### config.mk
export PLATFORM = sky130hd
export DESIGN_NAME = xmodem_checksum_receiver_core
export DESIGN_NICKNAME = d
export VERILOG_FILES = /design/src/rtl/core/xcr_pkg.sv /design/src/rtl/core/xcr_in_stage.sv /design/src/rtl/core/xcr_engine.sv /design/src/rtl/core/xcr_out_stage.sv /design/src/rtl/core/xmodem_checksum_receiver_core.sv
export SDC_FILE = /design/constraint.sdc
export NUM_CORES = 1
export LEC_CHECK = 0
export BUFFER_PORTS_ARGS = -buffer_cell sky130_fd_sc_hd__buf_2
export CORE_AREA = 2 2 116 118
export CTS_CLUSTER_DIAMETER = 60
export DETAILED_ROUTE_END_ITERATION = 8
export DIE_AREA = 0 0 118 120
export HOLD_SLACK_MARGIN = 0.05
export PLACE_DENSITY = 0.78
export SLEW_MARGIN = 20
export SYNTH_ARGS = -nofsm -noshare
export SYNTH_HDL_FRONTEND = slang
export SYNTH_SLANG_ARGS = --single-unit
### constraint.sdc
create_clock -name aclk -period 4.8 [get_ports aclk]
set_input_delay 0.48 -clock aclk [delete_from_list [all_inputs] [get_ports aclk]]
set_output_delay 0.48 -clock aclk [all_outputs]
set_load 0.05 [all_outputs]
### src/rtl/core/xcr_pkg.sv
package xcr_pkg;

    // default payload length of one packet
    localparam int PACKET_BYTES_DEF = 128;

    // link symbols
    localparam logic [7:0] SYM_SOH = 8'h01;
    localparam logic [7:0] SYM_EOT = 8'h04;
    localparam logic [7:0] SYM_ACK = 8'h06;
    localparam logic [7:0] SYM_NAK = 8'h15;
    localparam logic [7:0] SUM_ONES = 8'hFF;

    // input operation codes
    localparam logic [1:0] OP_START   = 2'd0;
    localparam logic [1:0] OP_BYTE    = 2'd1;
    localparam logic [1:0] OP_TIMEOUT = 2'd2;

    // receiver phase
    typedef enum logic [2:0] {
        PH_IDLE  = 3'd0,
        PH_FIRST = 3'd1,
        PH_FRAME = 3'd2,
        PH_BLOCK = 3'd3,
        PH_COMPL = 3'd4,
        PH_DATA  = 3'd5,
        PH_CSUM  = 3'd6
    } phase_t;

    // one input word
    typedef struct packed {
        logic [1:0] opcode;
        logic [7:0] rx_byte;
    } item_t;

    // one result word
    typedef struct packed {
        logic        tx_valid;
        logic [7:0]  tx_byte;
        logic        data_valid;
        logic [7:0]  data_byte;
        logic [6:0]  data_offset;
        logic [7:0]  block_number;
        logic        packet_done;
        logic        packet_good;
        logic        transfer_done;
        logic        end_status;
        logic [7:0]  end_byte;
        logic [15:0] accepted_packets;
    } result_t;

endpackage

### src/rtl/core/xcr_in_stage.sv
module xcr_in_stage
    import xcr_pkg::*;
(
    input  logic  aclk,
    input  logic  aresetn,
    input  logic  s_valid,
    output logic  s_ready,
    input  item_t s_item,
    input  logic  down_ready,
    output logic  in_valid,
    output item_t in_item
);

    logic  valid_reg;
    item_t item_reg;

    // take a new word when empty or when the held one moves on
    assign s_ready  = !valid_reg || down_ready;
    assign in_valid = valid_reg;
    assign in_item  = item_reg;

    always_ff @(posedge aclk) begin
        if (!aresetn) begin
            valid_reg <= 1'b0;
        end else if (s_ready) begin
            valid_reg <= s_valid;
        end
    end

    // payload holds no reset
    always_ff @(posedge aclk) begin
        if (s_ready && s_valid) begin
            item_reg <= s_item;
        end
    end

endmodule

### src/rtl/core/xcr_engine.sv
module xcr_engine
    import xcr_pkg::*;
#(
    parameter int PACKET_BYTES = PACKET_BYTES_DEF
) (
    input  logic    aclk,
    input  logic    aresetn,
    input  logic    fire,
    input  item_t   item,
    output result_t res
);

    localparam int IDX_W = $clog2(PACKET_BYTES + 1);
    localparam logic [IDX_W-1:0] IDX_LAST = IDX_W'(PACKET_BYTES);

    phase_t           phase_reg, phase_next;
    logic [7:0]       expected_block_reg, expected_block_next;
    logic [7:0]       header_block_reg, header_block_next;
    logic [7:0]       header_complement_reg, header_complement_next;
    logic [7:0]       running_sum_reg, running_sum_next;
    logic [IDX_W-1:0] byte_index_reg, byte_index_next;
    logic [15:0]      good_count_reg, good_count_next;

    logic [IDX_W-1:0] idx_inc;
    logic [IDX_W+6:0] idx_wide;
    logic [8:0]       header_sum;
    logic             pkt_ok;

    assign idx_inc    = byte_index_reg + 1'b1;
    assign idx_wide   = {7'd0, byte_index_reg};
    assign header_sum = {1'b0, header_block_reg} + {1'b0, header_complement_reg};
    assign pkt_ok     = (running_sum_reg == item.rx_byte)
                     && (header_block_reg == expected_block_reg)
                     && (header_sum == {1'b0, SUM_ONES});

    // next state and result for the word in the input register
    always_comb begin
        phase_next             = phase_reg;
        expected_block_next    = expected_block_reg;
        header_block_next      = header_block_reg;
        header_complement_next = header_complement_reg;
        running_sum_next       = running_sum_reg;
        byte_index_next        = byte_index_reg;
        good_count_next        = good_count_reg;

        res = '0;

        unique case (item.opcode)
            OP_START: begin
                phase_next             = PH_FIRST;
                expected_block_next    = 8'd1;
                good_count_next        = 16'd0;
                header_block_next      = 8'd0;
                header_complement_next = 8'd0;
                running_sum_next       = 8'd0;
                byte_index_next        = '0;
                res.tx_valid           = 1'b1;
                res.tx_byte            = SYM_NAK;
            end
            OP_TIMEOUT: begin
                if (phase_reg == PH_FIRST) begin
                    res.tx_valid = 1'b1;
                    res.tx_byte  = SYM_NAK;
                end
            end
            OP_BYTE: begin
                unique case (phase_reg)
                    PH_FIRST, PH_FRAME: begin
                        if (item.rx_byte == SYM_SOH) begin
                            header_block_next      = 8'd0;
                            header_complement_next = 8'd0;
                            running_sum_next       = 8'd0;
                            byte_index_next        = '0;
                            phase_next             = PH_BLOCK;
                        end else if (item.rx_byte == SYM_EOT) begin
                            res.tx_valid      = 1'b1;
                            res.tx_byte       = SYM_ACK;
                            res.transfer_done = 1'b1;
                            phase_next        = PH_IDLE;
                        end else begin
                            res.transfer_done = 1'b1;
                            res.end_status    = 1'b1;
                            res.end_byte      = item.rx_byte;
                            phase_next        = PH_IDLE;
                        end
                    end
                    PH_BLOCK: begin
                        header_block_next = item.rx_byte;
                        phase_next        = PH_COMPL;
                    end
                    PH_COMPL: begin
                        header_complement_next = item.rx_byte;
                        phase_next             = PH_DATA;
                    end
                    PH_DATA: begin
                        res.data_valid   = 1'b1;
                        res.data_byte    = item.rx_byte;
                        res.data_offset  = idx_wide[6:0];
                        running_sum_next = running_sum_reg + item.rx_byte;
                        byte_index_next  = idx_inc;
                        if (idx_inc >= IDX_LAST) begin
                            phase_next = PH_CSUM;
                        end
                    end
                    PH_CSUM: begin
                        res.packet_done = 1'b1;
                        res.packet_good = pkt_ok;
                        res.tx_valid    = 1'b1;
                        if (pkt_ok) begin
                            res.tx_byte         = SYM_ACK;
                            expected_block_next = expected_block_reg + 8'd1;
                            if (good_count_reg != 16'hFFFF) begin
                                good_count_next = good_count_reg + 16'd1;
                            end
                        end else begin
                            res.tx_byte = SYM_NAK;
                        end
                        header_block_next      = 8'd0;
                        header_complement_next = 8'd0;
                        running_sum_next       = 8'd0;
                        byte_index_next        = '0;
                        phase_next             = PH_FRAME;
                    end
                    default: begin
                        // idle: no transfer running
                    end
                endcase
            end
            default: begin
                // unknown operation is ignored
            end
        endcase

        res.block_number     = expected_block_next;
        res.accepted_packets = good_count_next;
    end

    // state registers advance when a word moves to the output
    always_ff @(posedge aclk) begin
        if (!aresetn) begin
            phase_reg             <= PH_IDLE;
            expected_block_reg    <= 8'd1;
            header_block_reg      <= 8'd0;
            header_complement_reg <= 8'd0;
            running_sum_reg       <= 8'd0;
            byte_index_reg        <= '0;
            good_count_reg        <= 16'd0;
        end else if (fire) begin
            phase_reg             <= phase_next;
            expected_block_reg    <= expected_block_next;
            header_block_reg      <= header_block_next;
            header_complement_reg <= header_complement_next;
            running_sum_reg       <= running_sum_next;
            byte_index_reg        <= byte_index_next;
            good_count_reg        <= good_count_next;
        end
    end

endmodule

### src/rtl/core/xcr_out_stage.sv
module xcr_out_stage
    import xcr_pkg::*;
(
    input  logic    aclk,
    input  logic    aresetn,
    input  logic    fire,
    input  result_t res,
    output logic    up_ready,
    output logic    m_valid,
    input  logic    m_ready,
    output result_t m_res
);

    logic    valid_reg;
    result_t res_reg;

    // room when empty or when the held word is taken now
    assign up_ready = !valid_reg || m_ready;
    assign m_valid  = valid_reg;
    assign m_res    = res_reg;

    always_ff @(posedge aclk) begin
        if (!aresetn) begin
            valid_reg <= 1'b0;
        end else if (up_ready) begin
            valid_reg <= fire;
        end
    end

    always_ff @(posedge aclk) begin
        if (fire) begin
            res_reg <= res;
        end
    end

endmodule

### src/rtl/core/xmodem_checksum_receiver_core.sv
// XMODEM checksum receiver. Each input word is a start command, a received
// serial byte or a timeout tick, and each one yields exactly one result word
// with the response byte to send (NAK or ACK), the tentative payload byte and
// its offset, packet and transfer end flags, the expected block number and a
// saturating count of good packets. Payload bytes of a packet that fails the
// checksum, block or complement check are still streamed and must be dropped
// by the user when packet_good comes back low. The block takes one word per
// clock while m_axis_tready stays high: a word waits in the input register,
// where the receiver state and the result are formed, and then sits in the
// output register. PACKET_BYTES sets the payload length.
module xmodem_checksum_receiver_core
    import xcr_pkg::*;
#(
    parameter int PACKET_BYTES = PACKET_BYTES_DEF
) (
    input  logic        aclk,
    input  logic        aresetn,
    input  logic        s_axis_tvalid,
    output logic        s_axis_tready,
    input  logic [7:0]  s_axis_tdata,  // rx_byte
    input  logic [1:0]  s_axis_tuser,  // opcode
    output logic        m_axis_tvalid,
    input  logic        m_axis_tready,
    // tx_byte[7:0], data_byte[15:8], data_offset[22:16], block_number[30:23],
    // end_byte[38:31], accepted_packets[54:39], zero pad[55]
    output logic [55:0] m_axis_tdata,
    // tx_valid[0], data_valid[1], packet_done[2], packet_good[3],
    // transfer_done[4], end_status[5]
    output logic [5:0]  m_axis_tuser
);

    item_t   s_item, in_item;
    result_t eng_res, m_res;
    logic    in_valid, out_ready, fire;

    assign s_item.opcode  = s_axis_tuser;
    assign s_item.rx_byte = s_axis_tdata;

    // word moves from input register to output register
    assign fire = in_valid && out_ready;

    xcr_in_stage u_in (
        .aclk       (aclk),
        .aresetn    (aresetn),
        .s_valid    (s_axis_tvalid),
        .s_ready    (s_axis_tready),
        .s_item     (s_item),
        .down_ready (out_ready),
        .in_valid   (in_valid),
        .in_item    (in_item)
    );

    xcr_engine #(
        .PACKET_BYTES (PACKET_BYTES)
    ) u_engine (
        .aclk    (aclk),
        .aresetn (aresetn),
        .fire    (fire),
        .item    (in_item),
        .res     (eng_res)
    );

    xcr_out_stage u_out (
        .aclk     (aclk),
        .aresetn  (aresetn),
        .fire     (fire),
        .res      (eng_res),
        .up_ready (out_ready),
        .m_valid  (m_axis_tvalid),
        .m_ready  (m_axis_tready),
        .m_res    (m_res)
    );

    // pack result word onto the master side
    assign m_axis_tdata = {1'b0,
                           m_res.accepted_packets,
                           m_res.end_byte,
                           m_res.block_number,
                           m_res.data_offset,
                           m_res.data_byte,
                           m_res.tx_byte};

    assign m_axis_tuser = {m_res.end_status,
                           m_res.transfer_done,
                           m_res.packet_good,
                           m_res.packet_done,
                           m_res.data_valid,
                           m_res.tx_valid};

endmodule
==> results.json <==
{
  "status": "completed",
  "fin_util_pct": 60.12,
  "fin_nets": 820,
  "worst_slew_pin_slew_ns": 0.9793,
  "cts-root-buf": "clkbuf_16",
  "clk_pin_slew_ns": 0.06,
  "postCtsSetupBuffers": 0,
  "rsz0062_at_grt": "false",
  "max_clock_freq_mhz": 258.9,
  "yosysSeqAreaShare_pct": 47.21,
  "worstRegToRegCells": 11,
  "p_per_area_nw_per_um2": 361.9,
  "post-route-period-util_pct": 80.47,
  "first_global_vias": 5433,
  "synth_seq_cells": 126,
  "drive_gt1_share_pct": 14.77,
  "min_path_type": "input port to flip-flop",
  "grt_overflow": 0,
  "required_ns": 5.11,
  "hold_violations": 0,
  "cts_made_buffers": 17,
  "die_area_um2": 14160,
  "yosysWarningCount": 0,
  "pin_count": 78,
  "fin_ws_ns": 0.9376,
  "start_util_pct": 51.78,
  "leakagePower_nw": 2.822,
  "grt_use_total_pct": 23.67,
  "placement_rows": 42,
  "period_needed_ns": 3.862,
  "ir_drop_uv": 174.5,
  "drv_cap": 0,
  "finalSetupTns_ns": 0,
  "drc_errors": 0,
  "cts_max_path_buffers": 2,
  "worstSkewPairLatency_ns": 0.43,
  "io_buffers": 72,
  "r2r-end": "u_engine.good_count_reg[7]",
  "dp.final_hpwl_mm": 11.26,
  "crit_end": "u_engine.good_count_reg[7]",
  "place_ws_ns": 1.049,
  "diodes": 0,
  "design_area_um2": 7804,
  "die_h_um": 120,
  "placed_cell_area_um2": 7139,
  "finalSetupViolCount": 0,
  "cp.arrival_ns": 4.18,
  "drtAntennaViolNets": 0,
  "regToRegStartpoint": "u_engine.header_block_reg[0]",
  "crit_fanout": 22,
  "viasPerCell": 5.948,
  "critPathLaunch": "u_engine.header_block_reg[0]",
  "ys_types": 68,
  "cp-end-kind": "flip-flop",
  "cts_resized": 0,
  "wl_mm": 16.55,
  "final.setup_skew_ns": 0.006693,
  "finalMaxSlewViolations": 0,
  "drtPass1Iterations": 5,
  "cts-hold-fix-buffers": 0,
  "clock_sinks": 126,
  "grt_max_degree": 65,
  "grt_pass1_wl_mm": 26.77,
  "layout_common_cells": "buf_2 (72), nor2_1 (66), edfxtp_1 (65)",
  "die_x_um": 118,
  "relSlewSlack_pct": 34.21,
  "synthFlopType": "edfxtp_1",
  "critPathLaunchType": "flip-flop",
  "avgSynthCellArea_um2": 9.170,
  "synthArstFlopShare_pct": 0,
  "synthCells": 733,
  "antenna_found_initial": 0,
  "gp_congestion": 0.9037,
  "syn_area_um2": 6721,
  "vias": 5799,
  "cts_tree": "built",
  "synth_edf_count": 65,
  "syn2layout_area_growth_pct": 16.10,
  "rrSetupSlack_ns": 0.94,
  "drt_iter0_drc": 568,
  "largest_register_ffs": 55,
  "routedWlPerCell_um": 16.98,
  "layout_commonest_cell": "buf_2",
  "htreeDepth": 4,
  "design.core.area_um2": 12980,
  "critical_path_class": "flip-flop to flip-flop"
}
==> worst min path at each step <==
stage	from	end	slack (ns)	cells past startpoint
global route	s_axis_tdata[2]	u_in.in_item[2]	0.22	1
finish	s_axis_tdata[7]	u_in.in_item[7]	0.23	1
CTS	s_axis_tdata[7]	u_in.in_item[7]	0.22	1
floorplan	u_engine.running_sum_reg[0]	u_engine.running_sum_reg[0]	0.44	2
detailed placement	u_engine.header_complement_reg[2]	u_engine.header_complement_reg[2]	0.46	2
global placement	u_engine.running_sum_reg[0]	u_engine.running_sum_reg[0]	0.44	2
==> cells in the mapped netlist, drive strengths merged (8+ instances only) <==
| library cell | count | area [um^2] |
|---|---|---|
| nand4 | 17 | 106.4 |
| nand2b | 11 | 68.82 |
| nor2 | 66 | 247.7 |
| nor2b | 9 | 56.30 |
| ha | 18 | 225.2 |
| buf | 13 | 87.58 |
| nand3 | 43 | 215.2 |
| edfxtp | 65 | 1952 |
| a211oi | 10 | 80.07 |
| nand3b | 8 | 60.06 |
| dfxtp | 61 | 1221 |
| nor3 | 30 | 155.1 |
| clkbuf | 34 | 127.6 |
| and3 | 10 | 62.56 |
| and2 | 24 | 150.1 |
| xor2 | 17 | 148.9 |
| a21oi | 54 | 270.3 |
| nor4 | 15 | 106.4 |
| o21ai | 37 | 185.2 |
| inv | 18 | 67.56 |
| or3 | 19 | 120.1 |
| xnor2 | 15 | 131.4 |
| nand2 | 64 | 240.2 |
==> worst max-delay path: stages, from the launching register on <==
cell and delay, ns:
dfxtp_1 0.38, ha_1 0.20, inv_1 0.06, fa_1 0.45, or4_4 0.52, nor4_2 0.15
nand4_1 0.16, nor3_2 0.27, nand3_1 0.61, nor2_1 0.56, a21oi_1 0.13, a31o_2 0.25
==> final cells by class <==
class,instances,area (um^2)
fillers,1098,5176
multi-input cells,545,3277
flip-flops and latches,126,3173
clock buffers,21,450.4
repair buffers,77,397.9
well taps,176,220.2
clock inverters,11,214.0
inverters,19,71.32
==> metrics by stage <==
| step | hold WS [ns] | total power [mW] | cells |
|---|---|---|---|
| 3_5_place_dp | 0.4550 | 1.389 | 943 |
| 5_1_grt | 0.2233 | 2.897 | 975 |
| 4_1_cts | 0.2228 | 2.832 | 975 |
| 3_3_place_gp | 0.4423 | 1.385 | 943 |
| 2_1_floorplan | 0.4356 | 1.343 | 737 |
| 6_report | 0.2311 | 2.824 | 975 |
==> report_power, final <==
part / leakage (nW) / switching, mW / total (mW) / internal [mW]
Clock: 0.319 / 0.471 / 1.46 / 0.986
Sequential: 1.10 / 0.0227 / 1.18 / 1.16
Combinational: 1.41 / 0.152 / 0.187 / 0.0352
==> per-layer routing <==
layer  global-route usage (%)  part of all wire (%)
met5                        0                     0
met4                    11.14                   2.7
met2                    36.81                    46
met1                    31.54                    44
met3                    5.276                   7.9
==> cells by family (layout without fill, tap and decap cells) <==
family          count (synthesis)  after routing  synth area share, %
compound gates                146            146                13.25
mux                             7              7                1.061
other cells                     1              5              0.05579
buf+inv                        66            128                4.263
simple gates                  334            334                25.89
flops                         126            126                47.21
xor+xnor                       32             32                4.170
fa+ha+maj                      21             21                4.095
Power figures use the tool's default switching activity.
